`src/rtl/core/pcc_pkg.sv`:
```
`timescale 1ns / 1ps

package pcc_pkg;

    localparam int unsigned CfgWidth  = 10;
    localparam int unsigned AddrWidth = 4;
    localparam int unsigned DataWidth = 32;

    typedef logic [CfgWidth-1:0] cfg_word_t;

    typedef enum logic [1:0] {
        REG_PHASE_TICKS     = 2'd0,
        REG_HOLD_TICKS      = 2'd1,
        REG_MOTION_WAIT_MAX = 2'd2,
        REG_UNUSED          = 2'd3
    } reg_index_t;

    localparam cfg_word_t PhaseTicksReset    = 10'd100;
    localparam cfg_word_t HoldTicksReset     = 10'd500;
    localparam cfg_word_t MotionWaitMaxReset = 10'd600;

    typedef enum logic [3:0] {
        PH_REST    = 4'd0,
        PH_WAIT    = 4'd1,
        PH_YELLOW  = 4'd2,
        PH_CARRED  = 4'd3,
        PH_WALK    = 4'd4,
        PH_HOLD    = 4'd5,
        PH_WALKEND = 4'd6,
        PH_REDYEL  = 4'd7,
        PH_GREEN   = 4'd8
    } phase_t;

    typedef struct packed {
        logic car_red;
        logic car_yellow;
        logic car_green;
        logic walk_red;
        logic walk_green;
        logic request_lamp;
    } lamps_t;

    function automatic lamps_t lamp_pattern(input phase_t ph);
        lamps_t l;
        unique case (ph)
            PH_REST:    l = 6'b001100;
            PH_WAIT:    l = 6'b001101;
            PH_YELLOW:  l = 6'b010101;
            PH_CARRED:  l = 6'b100101;
            PH_WALK:    l = 6'b100011;
            PH_HOLD:    l = 6'b100010;
            PH_WALKEND: l = 6'b100100;
            PH_REDYEL:  l = 6'b110100;
            PH_GREEN:   l = 6'b001100;
            default:    l = 6'b001100;
        endcase
        return l;
    endfunction

endpackage

```
`src/rtl/core/pcc_if.sv`:
```
`timescale 1ns / 1ps

interface pcc_tick_if;
    logic valid;
    logic ready;
    logic button_level;
    logic motion_level;

    modport source (output valid, output button_level, output motion_level, input ready);
    modport sink (input valid, input button_level, input motion_level, output ready);
endinterface

interface pcc_lamp_if;
    logic valid;
    logic ready;
    logic car_red;
    logic car_yellow;
    logic car_green;
    logic walk_red;
    logic walk_green;
    logic request_lamp;

    modport source (
        output valid, output car_red, output car_yellow, output car_green,
        output walk_red, output walk_green, output request_lamp, input ready
    );
    modport sink (
        input valid, input car_red, input car_yellow, input car_green,
        input walk_red, input walk_green, input request_lamp, output ready
    );
endinterface

```
`src/rtl/core/pedestrian_crossing_controller_unit.sv`:
```
// Path: tick transfer, input register, result register, lamp transfer.
// Throughput: one tick per cycle while lamp_out takes results; the phase and tick
// counter update once per tick in the single stage between the two registers.
// Reset: rst_n is asynchronous, active low; phase returns to rest with cars green,
// tick counter to zero, registers to 100 / 500 / 600, both stages empty.
`timescale 1ns / 1ps

module pedestrian_crossing_controller_unit (
    input  logic                           clk,
    input  logic                           rst_n,
    input  logic                           psel,
    input  logic                           penable,
    input  logic                           pwrite,
    input  logic [pcc_pkg::AddrWidth-1:0]  paddr,
    input  logic [pcc_pkg::DataWidth-1:0]  pwdata,
    output logic [pcc_pkg::DataWidth-1:0]  prdata,
    output logic                           pready,
    pcc_tick_if.sink                       tick_in,
    pcc_lamp_if.source                     lamp_out
);
    import pcc_pkg::*;

    cfg_word_t  phase_ticks_reg;
    cfg_word_t  hold_ticks_reg;
    cfg_word_t  motion_wait_max_reg;
    reg_index_t cfg_index;
    logic       cfg_write;

    logic   s1_valid_reg;
    logic   button_reg;
    logic   motion_reg;
    logic   out_valid_reg;
    lamps_t lamps_reg;
    lamps_t lamps_next;

    phase_t    phase_reg;
    phase_t    phase_next;
    cfg_word_t tick_count_reg;
    cfg_word_t tick_count_next;
    cfg_word_t phase_len;
    cfg_word_t len_raw;

    logic advance;
    logic step;

    assign pready    = 1'b1;
    assign cfg_index = reg_index_t'(paddr[AddrWidth-1:2]);
    assign cfg_write = psel & penable & pwrite;

    always_ff @(posedge clk or negedge rst_n)
    begin
        if (!rst_n)
        begin
            phase_ticks_reg     <= PhaseTicksReset;
            hold_ticks_reg      <= HoldTicksReset;
            motion_wait_max_reg <= MotionWaitMaxReset;
        end
        else if (cfg_write)
        begin
            unique case (cfg_index)
                REG_PHASE_TICKS:     phase_ticks_reg     <= pwdata[CfgWidth-1:0];
                REG_HOLD_TICKS:      hold_ticks_reg      <= pwdata[CfgWidth-1:0];
                REG_MOTION_WAIT_MAX: motion_wait_max_reg <= pwdata[CfgWidth-1:0];
                REG_UNUSED:          ;
                default:             ;
            endcase
        end
    end

    always_comb
    begin
        unique case (cfg_index)
            REG_PHASE_TICKS:     prdata = {{(DataWidth-CfgWidth){1'b0}}, phase_ticks_reg};
            REG_HOLD_TICKS:      prdata = {{(DataWidth-CfgWidth){1'b0}}, hold_ticks_reg};
            REG_MOTION_WAIT_MAX: prdata = {{(DataWidth-CfgWidth){1'b0}}, motion_wait_max_reg};
            default:             prdata = '0;
        endcase
    end

    // Handshake: the result register parts the data, but ready passes straight through.
    assign advance       = !out_valid_reg || lamp_out.ready;
    assign tick_in.ready = !s1_valid_reg || advance;
    assign step          = s1_valid_reg && advance;

    always_ff @(posedge clk or negedge rst_n)
    begin
        if (!rst_n)
        begin
            s1_valid_reg <= 1'b0;
        end
        else if (tick_in.ready)
        begin
            s1_valid_reg <= tick_in.valid;
        end
    end

    always_ff @(posedge clk)
    begin
        if (tick_in.ready && tick_in.valid)
        begin
            button_reg <= tick_in.button_level;
            motion_reg <= tick_in.motion_level;
        end
    end

    assign len_raw   = (phase_reg == PH_HOLD) ? hold_ticks_reg : phase_ticks_reg;
    assign phase_len = (len_raw == '0) ? cfg_word_t'(1) : len_raw;

    always_comb
    begin
        phase_next      = phase_reg;
        tick_count_next = tick_count_reg;
        unique case (phase_reg)
            PH_REST:
            begin
                if (button_reg)
                begin
                    if (motion_reg && (motion_wait_max_reg != '0))
                        phase_next = PH_WAIT;
                    else
                        phase_next = PH_YELLOW;
                    tick_count_next = cfg_word_t'(1);
                end
            end
            PH_WAIT:
            begin
                if (motion_reg && (tick_count_reg < motion_wait_max_reg))
                begin
                    tick_count_next = tick_count_reg + cfg_word_t'(1);
                end
                else
                begin
                    phase_next      = PH_YELLOW;
                    tick_count_next = cfg_word_t'(1);
                end
            end
            PH_YELLOW, PH_CARRED, PH_WALK, PH_HOLD, PH_WALKEND, PH_REDYEL, PH_GREEN:
            begin
                if (tick_count_reg >= phase_len)
                begin
                    if (phase_reg == PH_GREEN)
                    begin
                        phase_next      = PH_REST;
                        tick_count_next = '0;
                    end
                    else
                    begin
                        phase_next      = phase_t'(phase_reg + 4'd1);
                        tick_count_next = cfg_word_t'(1);
                    end
                end
                else
                begin
                    tick_count_next = tick_count_reg + cfg_word_t'(1);
                end
            end
            default:
            begin
                phase_next      = PH_REST;
                tick_count_next = '0;
            end
        endcase
    end

    always_comb
    begin
        lamps_next = lamp_pattern(phase_next);
    end

    always_ff @(posedge clk or negedge rst_n)
    begin
        if (!rst_n)
        begin
            phase_reg      <= PH_REST;
            tick_count_reg <= '0;
            out_valid_reg  <= 1'b0;
        end
        else
        begin
            if (step)
            begin
                phase_reg      <= phase_next;
                tick_count_reg <= tick_count_next;
            end
            if (advance)
                out_valid_reg <= s1_valid_reg;
        end
    end

    always_ff @(posedge clk)
    begin
        if (step)
            lamps_reg <= lamps_next;
    end

    assign lamp_out.valid        = out_valid_reg;
    assign lamp_out.car_red      = lamps_reg.car_red;
    assign lamp_out.car_yellow   = lamps_reg.car_yellow;
    assign lamp_out.car_green    = lamps_reg.car_green;
    assign lamp_out.walk_red     = lamps_reg.walk_red;
    assign lamp_out.walk_green   = lamps_reg.walk_green;
    assign lamp_out.request_lamp = lamps_reg.request_lamp;

    a_rest_count_zero: assert property (@(posedge clk) disable iff (!rst_n)
        (phase_reg == PH_REST) |-> (tick_count_reg == '0))
        else $error("tick counter not zero at rest");

    a_count_nonzero: assert property (@(posedge clk) disable iff (!rst_n)
        (phase_reg != PH_REST) |-> (tick_count_reg != '0))
        else $error("tick counter zero inside crossing sequence");

    a_phase_hold: assert property (@(posedge clk) disable iff (!rst_n)
        !step |=> $stable(phase_reg) && $stable(tick_count_reg))
        else $error("phase moved without a tick");

    a_walk_safe: assert property (@(posedge clk) disable iff (!rst_n)
        (out_valid_reg && lamps_reg.walk_green) |-> (lamps_reg.car_red && !lamps_reg.car_green))
        else $error("pedestrian green while cars not held at red");

    a_out_after_step: assert property (@(posedge clk) disable iff (!rst_n)
        (step) |=> out_valid_reg)
        else $error("processed tick produced no result");

endmodule
```
`src/flat_wrapper.sv`:
```
// flat-port wrapper written by rule: the top's interface ports become plain ports
module pedestrian_crossing_controller_unit_flat import pcc_pkg::*;
  (clk, rst_n, psel, penable, pwrite, paddr, pwdata, prdata, pready, tick_in_valid, tick_in_button_level, tick_in_motion_level, tick_in_ready, lamp_out_valid, lamp_out_car_red, lamp_out_car_yellow, lamp_out_car_green, lamp_out_walk_red, lamp_out_walk_green, lamp_out_request_lamp, lamp_out_ready);
  pcc_tick_if tick_in_i ();
  pcc_lamp_if lamp_out_i ();
  input  logic clk;
  input  logic rst_n;
  input  logic psel;
  input  logic penable;
  input  logic pwrite;
  input  logic [pcc_pkg::AddrWidth-1:0] paddr;
  input  logic [pcc_pkg::DataWidth-1:0] pwdata;
  output logic [pcc_pkg::DataWidth-1:0] prdata;
  output logic pready;
  input wire logic [$bits(tick_in_i.valid)-1:0] tick_in_valid;
  input wire logic [$bits(tick_in_i.button_level)-1:0] tick_in_button_level;
  input wire logic [$bits(tick_in_i.motion_level)-1:0] tick_in_motion_level;
  output wire logic [$bits(tick_in_i.ready)-1:0] tick_in_ready;
  output wire logic [$bits(lamp_out_i.valid)-1:0] lamp_out_valid;
  output wire logic [$bits(lamp_out_i.car_red)-1:0] lamp_out_car_red;
  output wire logic [$bits(lamp_out_i.car_yellow)-1:0] lamp_out_car_yellow;
  output wire logic [$bits(lamp_out_i.car_green)-1:0] lamp_out_car_green;
  output wire logic [$bits(lamp_out_i.walk_red)-1:0] lamp_out_walk_red;
  output wire logic [$bits(lamp_out_i.walk_green)-1:0] lamp_out_walk_green;
  output wire logic [$bits(lamp_out_i.request_lamp)-1:0] lamp_out_request_lamp;
  input wire logic [$bits(lamp_out_i.ready)-1:0] lamp_out_ready;
  assign tick_in_i.valid = tick_in_valid;
  assign tick_in_i.button_level = tick_in_button_level;
  assign tick_in_i.motion_level = tick_in_motion_level;
  assign tick_in_ready = tick_in_i.ready;
  assign lamp_out_valid = lamp_out_i.valid;
  assign lamp_out_car_red = lamp_out_i.car_red;
  assign lamp_out_car_yellow = lamp_out_i.car_yellow;
  assign lamp_out_car_green = lamp_out_i.car_green;
  assign lamp_out_walk_red = lamp_out_i.walk_red;
  assign lamp_out_walk_green = lamp_out_i.walk_green;
  assign lamp_out_request_lamp = lamp_out_i.request_lamp;
  assign lamp_out_i.ready = lamp_out_ready;
  pedestrian_crossing_controller_unit u_core (.clk(clk), .rst_n(rst_n), .psel(psel), .penable(penable), .pwrite(pwrite), .paddr(paddr), .pwdata(pwdata), .prdata(prdata), .pready(pready), .tick_in(tick_in_i), .lamp_out(lamp_out_i));
endmodule
```
`config.mk`:
```
export PLATFORM = sky130hd
export DESIGN_NAME = pedestrian_crossing_controller_unit_flat
export DESIGN_NICKNAME = d
export VERILOG_FILES = /design/src/rtl/core/pcc_pkg.sv /design/src/rtl/core/pcc_if.sv /design/src/rtl/core/pedestrian_crossing_controller_unit.sv /design/src/flat_wrapper.sv
export SDC_FILE = /design/constraint.sdc
export NUM_CORES = 1
export LEC_CHECK = 0
export ABC_AREA = 1
export BUFFER_PORTS_ARGS = -buffer_cell sky130_fd_sc_hd__buf_2
export CAP_MARGIN = 20
export CORE_AREA = 3 3 90 92
export CTS_CLUSTER_DIAMETER = 60
export CTS_CLUSTER_SIZE = 40
export DETAILED_ROUTE_END_ITERATION = 8
export DIE_AREA = 0 0 93 95
export PLACE_DENSITY = 0.73
export SLEW_MARGIN = 0
export SYNTH_ARGS = -nofsm -noshare
export SYNTH_HDL_FRONTEND = slang
export SYNTH_SLANG_ARGS = --single-unit
```
`constraint.sdc`:
```
create_clock -name clk -period 3 [get_ports clk]
set_input_delay 0.6 -clock clk [delete_from_list [all_inputs] [get_ports clk]]
set_output_delay 0.6 -clock clk [all_outputs]
set_load 0.02 [all_outputs]
```
======== Word-level counts from Yosys, hierarchy flattened ========
Memories as Yosys holds them, arrays and structs flattened. A register that Yosys moved wholly into a read port is not among the register bits.
Index checks and enable logic that the tools add are counted.
cells by class
  multipliers ............................. 0
  bitwise gates (word level) .............. 2
  shift-type cells ........................ 0
  add/sub/neg operators ................... 2
  divide/modulo/power cells ............... 0
  equal/unequal tests ..................... 11
  mux-type cells .......................... 14
  order comparisons ....................... 2
  reduce and logical (&&, ||, !) cells .... 17
operators with widths
  kind                   number
  $pmux 10 s3            2
  $mux 10                5
  $eq 4x3->1 const B     4
  $mux 4                 4
  $pmux 4 s3             1
  $add 10x1->10 const B  1
  $ge 10x10->1           1
  $logic_not 10->1       1
  $lt 10x10->1           1
  $reduce_bool 10->1     1
  $eq 4x2->1 const B     2
  $reduce_and 2->1       4
  $reduce_or 7->1        1
  $add 4x1->4 const B    1
  $eq 4x1->1 const B     1
  $eq 4x4->1 const B     1
  $logic_and 1x1->1      4
  $logic_not 4->1        1
  $and 1x1->1            2
  $eq 2x1->1 const B     1
  $eq 2x2->1 const B     1
  $logic_not 1->1        2
  $logic_not 2->1        1
  $logic_or 1x1->1       2
  3 further kinds        3
word-level totals
  bits in read-only memories .............. 96
  bits in registers ....................... 48
  word-level logic and storage cells ...... 58
  bits in latches ......................... 0
  RAM bits ................................ 0
  output and inout port bits .............. 41
  input port bits ......................... 45
  memories ................................ 1
memory list
  name              depth  bits a word  rd ports  clocked after Yosys merged registers in  wr ports  RTL line       RTL
  (name not given)  16     6            1         1                                        0         pcc_pkg.sv:45  unique case (ph)

======== Logic depth before layout (Yosys ltp) ========
Gate-level depths: netlist of run 1.
  word-level depth ........................ 7
  mapped depth ............................ 24
  gate-level depth less buffers ........... 24

======== Worst setup path before layout of run 1 ========
OpenSTA, ideal clock, no wires.
  path type ............................... reg-to-reg
  start point ............................. register u_core.phase_reg[1]
  end point ............................... register u_core.lamp_out.car_red (netlist name)
  clock period less this slack ............ 2.947 ns
  stages on the path, launching flop included .. 22
  library setup time ...................... 0.262 ns
  data arrival time ....................... 2.685 ns
  required time ........................... 2.738 ns
  path buffers ............................ 0
  path slack .............................. 0.053 ns
  path through ............................ dfrtp_1 > inv_1 > ha_1 > inv_1 > nor2_8 > or2_2 > o21ai_0 > nand4_1 > o31ai_2 > ha_1 > inv_1 > nand2_1 > nand2_1 > nand2_1 > nand3_1 > nand3_2 > inv_1 > nand2_1 > nand3_1 > inv_1 > nand2_1 > o21ai_0
between the ends
  cells in the longest elaborated chain, start to end .. 7
  elaborated cells on any way between the ends .. 20
  those cells by class .................... add/sub (1); order compare (1); eq/ne (8); mux (7); reduce/logical (3)
ends and longest elaborated chain
  item                      RTL line                                                                                RTL
  start: declaration        pedestrian_crossing_controller_unit.sv:36                                               phase_t phase_reg;
  start signal: assignment  pedestrian_crossing_controller_unit.sv:182                                              phase_reg <= phase_next;
  $eq 4x3->1                pedestrian_crossing_controller_unit.sv:106, pedestrian_crossing_controller_unit.sv:113
  $mux 10                   pedestrian_crossing_controller_unit.sv:106                                              assign len_raw = (phase_reg == PH_HOLD) ? hold_ticks_reg : phase_ticks_reg;
  $logic_not 10->1          pedestrian_crossing_controller_unit.sv:107                                              assign phase_len = (len_raw == '0) ? cfg_word_t'(1) : len_raw;
  $mux 10                   pedestrian_crossing_controller_unit.sv:107
  $ge 10x10->1              pedestrian_crossing_controller_unit.sv:139                                              if (tick_count_reg >= phase_len)
  $mux 4                    pedestrian_crossing_controller_unit.sv:139
  $pmux 4 s3 (*)            pedestrian_crossing_controller_unit.sv:113                                              unique case (phase_reg)
Mark *: on every way between the ends. The rest lies on a longest branch, timed or not.
A chain may end at the register's enable or synchronous reset.

======== Worst setup path in the final report of run 1 ========
  start point ............................. register u_core.phase_reg[1]
  end point ............................... register u_core.lamp_out.request_lamp (netlist name)
between the ends
  cells in the longest elaborated chain, start to end .. 7
  elaborated cells on any way between the ends .. 20
  those cells by class .................... add/sub (1); order compare (1); eq/ne (8); mux (7); reduce/logical (3)
ends and longest elaborated chain
  item              RTL line
  $eq 4x3->1        pedestrian_crossing_controller_unit.sv:106, pedestrian_crossing_controller_unit.sv:113
  $mux 10           pedestrian_crossing_controller_unit.sv:106
  $logic_not 10->1  pedestrian_crossing_controller_unit.sv:107
  $mux 10           pedestrian_crossing_controller_unit.sv:107
  $ge 10x10->1      pedestrian_crossing_controller_unit.sv:139
  $mux 4            pedestrian_crossing_controller_unit.sv:139
  $pmux 4 s3 (*)    pedestrian_crossing_controller_unit.sv:113
Marks and branches as above.

==> results of run 1 <==
-- stage by stage --
step	instances	utilization [%]	power, uW
3_5_place_dp	623	53.8	2410
3_3_place_gp	623	53.8	2370
2_1_floorplan	496	-	2020
5_1_grt	638	58.2	3420
4_1_cts	634	56.1	2960
6_report	638	58.2	3170
-- final timing paths --
path	startpoint	end
max	u_core.phase_reg[1]	u_core.lamp_out.request_lamp
min	rst_n	u_core.phase_ticks_reg[7]
max in group asynchronous	rst_n	u_core.motion_wait_max_reg[6]
min in group clk	tick_in_button_level	u_core.button_reg
max reg2reg	u_core.phase_reg[1]	u_core.lamp_out.request_lamp
min reg2reg	u_core.hold_ticks_reg[9]	u_core.hold_ticks_reg[9]
-- kinds of logic (layout without fill, tap and decap cells) --
kind of cell	count (synthesis)	after routing
DFF	54	54
xor gates and xnor gates	5	5
buffers and inverters	106	148
other	2	23
adders and majority gates	24	24
and+or+nand+nor	207	208
AOI/OAI and AO/OA	77	77
-- routing by layer --
metal  GRT usage [%]  vias up
li1                -     1601
met1            24.8     1492
met2            32.3       99
met3            3.43        9
met4            5.49        0
met5               0        -
-- layout by cell type (no fill, tap or decap), types with 2 or more instances in the layout --
cell / n
nand2_1: 127
dfrtp_1: 33
edfxtp_1: 8
o21ai_0: 40
clkinv_1: 2
o211ai_1: 6
nor2_1: 25
nand4_1: 6
clkbuf_8: 5
o221ai_1: 4
o21ai_2: 9
nor2_4: 4
nand3_2: 4
dfstp_2: 13
inv_6: 3
a21oi_1: 9
xor2_1: 5
nand3_4: 3
nor2_2: 2
or2_2: 6
nand3_1: 19
buf_4: 26
conb_1: 23
ha_1: 23
o21ai_1: 3
inv_2: 7
inv_1: 64
buf_2: 38
nand2_2: 8
-- layout make-up --
| class | instances | area (um^2) | area share [%] |
|---|---|---|---|
| Clock buffer | 5 | 68.8 | 1.62 |
| Clock inverter | 3 | 23.8 | 0.560 |
| Timing Repair Buffer | 66 | 417 | 9.82 |
| Multi-Input combinational cell | 337 | 1910 | 45.1 |
| Inverter | 74 | 288 | 6.78 |
| Sequential cell | 54 | 1410 | 33.2 |
| Tap cell | 99 | 124 | 2.92 |
-- timing repair --
action                                  4_1_cts  5_1_grt
gates resized for setup                      20       35
cloned                                        1        0
pin swaps                                     8       10
buffers inserted                              2        3
endpoints found under the setup margin       19       19
-- power groups by stage --
stage | Combinational, uW | Sequential, uW | Clock (uW)
after floorplan | 913 | 1100 | 0
after global placement | 1300 | 1070 | 0
after detailed placement | 1330 | 1080 | 0
after CTS | 1440 | 1070 | 450
after global routing | 1840 | 1100 | 475
final | 1640 | 1080 | 447
-- worst max-delay path: cells and delay by family (launching register included) --
kind	cells	cell delay (ns)
flip-flops	1	0.40
AO/OA/AOI/OAI	3	0.53
adder cells (fa/ha/maj)	2	0.42
buffers and inverters	3	0.19
AND/OR/NAND/NOR	13	1.23
==> metrics, run 1 <==
status=finished, violations left; failing checks=setup timing; worst rel slew slack=58.8%; CTS Buf Count=5; xor and xnor area share after synthesis=1.22%; most frequent cell after synthesis=nand2_1; initial antenna violation count=0; Final period util=101%; Reg2Reg Setup Slack=-0.03 ns; post-synthesis cell type with the largest combined area=dfrtp_1; sequential power share=34.0%; TritonCTS clock tree=built; pwr/cell area=747 nW/um^2; Top FF cell, synth=dfrtp_1; final instance area=4240 um^2; M1 WL=3.64 mm; Critical Path AT=3.11 ns; area grow syn2layout=18.5%; CP Cell Sequence=inv_2 > ha_4 > inv_6 > nor2_8 > nand2_1 > o21ai_1 > nand4_1 > o31ai_2 > ha_1 > inv_1 > nand2_1 > nand2_1 > nand2_1 > nand3_2 > nand3_4 > nand2_1 > nand3_2 > nand2_2 > nor2_4 > a21oi_2 > nor2_1; type of element launching the critical path=flip-flop; Detail Route Antenna Nets=0; Die Ht=95 um; Int Power=1760 uW; net switching power=1410 uW; Final Hold Viols=0; wire length of the first global-routing pass=13.5 mm; WL per Instance=12.8 um; flops & latches, synth=54; Clock Sinks=54; Core ar.=7290 um^2; routed wl met3=414 um; clk_skew=0.0117 ns; CP endpoint kind=flip-flop; post-route setup TNS=-0.0294 ns; Top cell by count, worst path=nand2_1; Clock Latency Late Sink=0.32 ns; Crit Path Max Fanout=7; DRC violations left=0; WP data required=3.08 ns; H-tree level count=2; syn avg cell area=7.54 um^2; switch share=44.5%; leak pwr=0.00227 uW; Die W=93 um; Die ar.=8840 um^2; Mapped Cells=475; Reg clk slew, reported paths=0.11 ns; main combinational cell family by area after synthesis=simple AND/OR/NAND/NOR gates; number of fill cells=678; Hold WC Path Type=in2async; Starting Density=49.1%; RSZ-0062 raised after global routing=true; Clock Power Share=14.1%; Max Cap Violations=0; Ant. Diodes=0; layout cells sized above 1=25.4%; via count=3,201; Iteration-0 DRC Markers=128; total length of routed wires=8.16 mm; Slew Limit Fails=0; list of most frequent post-synthesis cells=nand2_1 (133), inv_1 (70), o21ai_0 (52), dfrtp_1 (33); row count=31; combinational power share=51.9%; top routing layer used=met4; Crit Path Class=reg2reg; largest net degree at the start of global routing=47; worst r2r path cells=21; # IOs=86; post-synthesis simple-gate area fraction=24.9%; adder-cell area share of the yosys netlist=8.39%; setup ws final=-0.0294 ns; peak supply drop=0.351 mV; number of global-route vias before repair=2,942; post-synthesis compound-gate area fraction=12.1%; met2 WL=4.02 mm; Post-CTS Hold Buffers=0; sequential-to-total area share from yosys stat=39.3%; Post-synth ARST share=85.2%; dpl ws=-0.246 ns; Hold WS=0.223 ns; warnings from Yosys=0; min Tclk post-route=3.03 ns; drt first pass iters=6; Total GRT Usage=19.0%; port bufs=38; Max stage delay on crit path=0.40 ns; RePlAce Congestion=0.864; via/cell ratio=5.02; clk buf depth=2; Max Clk Rate=0.330 GHz; Crit-path slowest cell=dfrtp_1; total gr overflow=0; number of setup violations in the final report=1; Synth top area share=23.1%; Synth Cell Area=3580 um^2; post-DP HPWL=5.94 mm; slew of the pin with the lowest slew margin=0.617 ns; Root Buffer=clkbuf_8; Post-synth EDFFs=8; synth top area cells=dfrtp_1 (23%), nand2_1 (14%), dfstp_2 (9.5%), ha_1 (8.4%), inv_1 (7.3%); post-synth cell types=34; nets=607; DP Area=3920 um^2; post-synthesis mux area share=0%
No activity file was read; power rests on OpenSTA's default activity.
==> run 2: changes to the inputs <==
Settings changed: SETUP_SLACK_MARGIN set to 0.2.
==> metrics, run 2 (synthesis gave the netlist of run 1 again) <==
Die W=93 um; WP data required=3.09 ns; CTS Buf Count=5; combinational power share=50.2%; CP Cell Sequence=inv_2 > ha_4 > inv_6 > nor2_8 > nand2_1 > o21ai_0 > nand2_1 > o31ai_2 > ha_1 > inv_1 > nand2_1 > nand2_1 > nand2_1 > nand3_2 > nand3_4 > nand2_2 > nand3_2 > nand2_2 > nor2_4 > a21oi_2 > nor2_1; top routing layer used=met4; peak supply drop=0.413 mV; Clock Latency Late Sink=0.32 ns; Crit-path slowest cell=dfrtp_1; number of global-route vias before repair=3,043; # IOs=86; clk_skew=0.00751 ns; r2r startpoint=u_core.phase_reg[1]; via/cell ratio=5.08; Ant. Diodes=0; Starting Density=49.1%; Int Power=1680 uW; sequential power share=35.2%; number of fill cells=697; RePlAce Congestion=0.930; Total GRT Usage=19.9%; RR Endpoint=u_core.lamp_out.request_lamp; routed wl met3=421 um; Clock Sinks=54; Detail Route Antenna Nets=0; net switching power=1390 uW; Top delay family on crit path=simple AND/OR/NAND/NOR gates; type of element launching the critical path=flip-flop; clk buf depth=2; wire length of the first global-routing pass=13.9 mm; area grow syn2layout=15.9%; Final period util=100%; Reg clk slew, reported paths=0.11 ns; most common cell after layout, fill and taps aside=nand2_1; failing checks=setup timing; CP endpoint kind=flip-flop; worst r2r path cells=21; post-route setup TNS=-0.0112 ns; CP bufs+invs=3; nets=596; worst rel slew slack=58.6%; total gr overflow=0; Reg2Reg Setup Slack=-0.01 ns; Die Ht=95 um; Iteration-0 DRC Markers=161; number of setup violations in the final report=1; Root Buffer=clkbuf_8; Critical Path AT=3.10 ns; dpl ws=-0.0929 ns; Crit Path Class=reg2reg; initial antenna violation count=0; setup ws final=-0.0112 ns; Core ar.=7290 um^2; drt first pass iters=4; via count=3,185; WL per Instance=13.5 um; slew of the pin with the lowest slew margin=0.619 ns; RSZ-0062 raised after global routing=true; leak pwr=0.00222 uW; Top cell by count, worst path=nand2_1; Final Hold Viols=0; dpl cells=610; met2 WL=4.26 mm; total length of routed wires=8.44 mm; Clock Power Share=14.6%; final cell count without fillers=627; Hold WS=0.213 ns; post-DP HPWL=6.08 mm; layout cells sized above 1=23.9%; H-tree level count=2; switch share=45.3%; DRC violations left=0; min Tclk post-route=3.01 ns; Max Clk Rate=0.332 GHz; Slew Limit Fails=0; TritonCTS clock tree=built; largest net degree at the start of global routing=47; Max Cap Violations=0; Hold WC Path Type=in2async; port bufs=38; Post-CTS Hold Buffers=0; Max stage delay on crit path=0.40 ns; Die ar.=8840 um^2; Crit Path Max Fanout=8; M1 WL=3.61 mm; status=finished, violations left; most frequent cells in the layout=nand2_1 (128), inv_1 (62), o21ai_0 (39); row count=31; pwr/cell area=740 nW/um^2
==> run 2: cell types whose count changed in the layout (fill, tap and decap cells not counted), moves of 2 or more <==
| cell | delta |
|---|---|
| buf_4 | -11 |
| clkinv_4 | +2 |
| inv_1 | -2 |
| inv_2 | +2 |
| nand3_2 | +2 |
| o21ai_1 | +5 |
| o21ai_2 | -3 |
| or2_2 | -3 |
| or2_4 | +3 |
==> run 2: layout make-up <==
class                      instances  area, um^2  share of cell area [%]
tap                               99         124                    2.99
inverter                          74         288                    6.94
clock buffer                       5        68.8                    1.66
timing repair buffer              55         334                    8.05
multi-input combinational        337        1900                    45.7
clock inverter                     3        28.8                   0.694
sequential                        54        1410                    33.9
==> run 2: repair_timing <==
action / in CTS / in global routing
gates resized for setup: 28 / 18
setup endpoints to repair: 20 / 20
setup buffers: 5 / 2
pin swaps: 14 / 11
hold endpoints to repair: 0 / 0
gates cloned: 1 / 0
==> run 2: how the worst max path moves through the flow <==
stage,startpoint,to,cells after the start
finish,u_core.phase_reg[1],u_core.lamp_out.request_lamp,21
global route,u_core.phase_reg[1],u_core.lamp_out.car_red,23
CTS,u_core.phase_reg[1],u_core.lamp_out.request_lamp,21
detailed placement,u_core.phase_reg[1],u_core.lamp_out.walk_green,21
global placement,u_core.phase_reg[1],u_core.lamp_out.request_lamp,21
floorplan,u_core.phase_reg[1],u_core.lamp_out.request_lamp,21
==> run 2: metal layers <==
metal  GRT usage (%)  vias to the layer above
met1            24.5                     1484
met2            35.1                      104
met5               0                        -
met4            7.33                        0
met3            3.19                       17
li1                -                     1580
==> run 2: per-stage QoR <==
| step | total power, uW | instance area [um^2] | util [%] |
|---|---|---|---|
| finish | 3070 | 4150 | 56.9 |
| global route | 3320 | 4150 | 56.9 |
| CTS | 2970 | 4070 | 55.9 |
| detailed placement | 2380 | 3840 | 52.6 |
| global placement | 2320 | 3840 | 52.6 |
| floorplan | 2030 | 3670 | - |
==> run 2: power groups by stage <==
stage          Combinational (uW)  Clock [uW]  Sequential (uW)
6_report                     1540         449             1080
3_3_place_gp                 1240           0             1080
5_1_grt                      1730         486             1100
4_1_cts                      1440         458             1080
2_1_floorplan                 930           0             1100
3_5_place_dp                 1290           0             1090
==> run 3: changes to the inputs <==
Settings changed: PLACE_DENSITY 0.73 to 0.85.
==> metrics, run 3 (synthesis gave the netlist of run 1 again) <==
FF+latch area=1410 um^2; setup ws final=-0.00381 ns; via/cell ratio=5.39; type of element launching the critical path=flip-flop; dpl cells=609; worst rel slew slack=60.3%; status=finished, violations left; Post-CTS Hold Buffers=0; post-DP HPWL=5.98 mm; CP endpoint kind=flip-flop; Hold WS=0.192 ns; WL per Instance=14.1 um; initial antenna violation count=0; layout cells sized above 1=25.0%; Reg clk slew, reported paths=0.11 ns; TritonCTS clock tree=built; Die Ht=95 um; Crit Path Class=reg2reg; pwr/cell area=758 nW/um^2; Die W=93 um; failing checks=setup timing; H-tree level count=2; number of fill cells=627; Final period util=100%; Clock Sinks=54; nets=599; most frequent cells in the layout=nand2_1 (125), inv_1 (62), o21ai_0 (42); sequential power share=33.9%; Multi-input gate area=1940 um^2; Iteration-0 DRC Markers=251; Die ar.=8840 um^2; Hold WC Path Type=in2async; Int Power=1780 uW; total length of routed wires=8.85 mm; Core ar.=7290 um^2; Ant. Diodes=0; final cell count without fillers=630; wire length of the first global-routing pass=14.0 mm; Final Util=58.0%; number of global-route vias before repair=3,102; clk_skew=0.0113 ns; Max Cap Violations=0; Final Hold Viols=0; Detail Route Antenna Nets=0; net switching power=1430 uW; Clock Power Share=16.2%; combinational power share=49.8%; # IOs=86; DRC violations left=0; Crit Path Max Fanout=8; Slew Limit Fails=0; port bufs=38; drt first pass iters=6; via count=3,398; Starting Density=49.1%; leak pwr=0.00224 uW; RePlAce Congestion=0.885; row count=31; Clock Latency Late Sink=0.32 ns; Max Clk Rate=0.333 GHz; peak supply drop=0.323 mV; area grow syn2layout=18.2%; CTS Buf Count=5; slew of the pin with the lowest slew margin=0.594 ns; clk buf depth=2; total gr overflow=0; Critical Path AT=3.10 ns; WP data required=3.09 ns; switch share=44.5%; largest net degree at the start of global routing=47; number of setup violations in the final report=1; min Tclk post-route=3.00 ns; Root Buffer=clkbuf_8; most common cell after layout, fill and taps aside=nand2_1; Total GRT Usage=19.7%; RSZ-0062 raised after global routing=true
## run 3: repair_timing
action	CTS	global route
buffers inserted	8	3
gates resized for setup	28	24
pin swaps	16	12
setup endpoints to repair	19	20
gates cloned	1	0
## run 3: power groups by stage
stage / clock (uW) / combinational (uW) / sequential (uW)
after detailed placement: 0 / 1280 / 1090
after CTS: 526 / 1400 / 1080
after global placement: 0 / 1230 / 1080
after global routing: 557 / 1760 / 1100
final: 520 / 1600 / 1090
after floorplan: 0 / 930 / 1100
## run 3: worst paths after layout
kind	end	depth (start not counted)	startpoint	slack, ns
worst max-delay path	u_core.lamp_out.request_lamp	21	u_core.phase_reg[1]	-0.004
worst min-delay path	u_core.lamp_out.valid	1	rst_n	0.19
worst max register to register	u_core.lamp_out.request_lamp	21	u_core.phase_reg[1]	-0.004
worst min register to register	u_core.hold_ticks_reg[2]	2	u_core.hold_ticks_reg[2]	0.50
max in group asynchronous	u_core.motion_wait_max_reg[4]	2	rst_n	2.23
min in group clk	u_core.button_reg	1	tick_in_button_level	0.45
## run 3: layout make-up
class                   count  area share [%]
clock buffers               5            1.63
flip-flops and latches     54            33.3
inverters                  74            6.86
multi-input cells         337            45.8
repair buffers             58            8.42
clock inverters             3            1.12
well taps                  99            2.93
## run 3: critical path: stages, from the launching register on
cell and delay [ns]:
dfrtp_1 0.40, inv_2 0.09, ha_4 0.16, inv_6 0.06, nor2_8 0.19, inv_6 0.08, o21ai_4 0.18, nand4_1 0.11
o31ai_2 0.28, ha_1 0.27, inv_1 0.05, nand2_1 0.04, nand2_1 0.05, nand2_1 0.06, nand3_2 0.11, nand3_4 0.16
nand2_2 0.10, nand3_2 0.09, nand2_2 0.09, nor2_4 0.05, a21oi_2 0.12, nor2_1 0.05
## run 3: stage by stage
stage / setup slack (ns) / power [uW] / setup TNS [ns] / cell area (um^2)
2_1_floorplan: 0.230 / 2030 / 0 / 3670
3_3_place_gp: 0.00243 / 2310 / 0 / 3830
3_5_place_dp: -0.0637 / 2370 / -0.265 / 3830
4_1_cts: 0.0722 / 3010 / 0 / 4100
5_1_grt: -0.139 / 3420 / -0.896 / 4230
6_report: -0.00381 / 3210 / -0.00381 / 4230
## run 3: routing by layer
metal	share of wire, %	routed length [um]	track usage [%]	up-vias
li1	-	-	-	1580
met1	39	3410	23.1	1558
met2	48	4290	35.6	203
met3	8.6	762	3.90	57
met4	4.4	386	7.08	0
met5	0	0	0	-
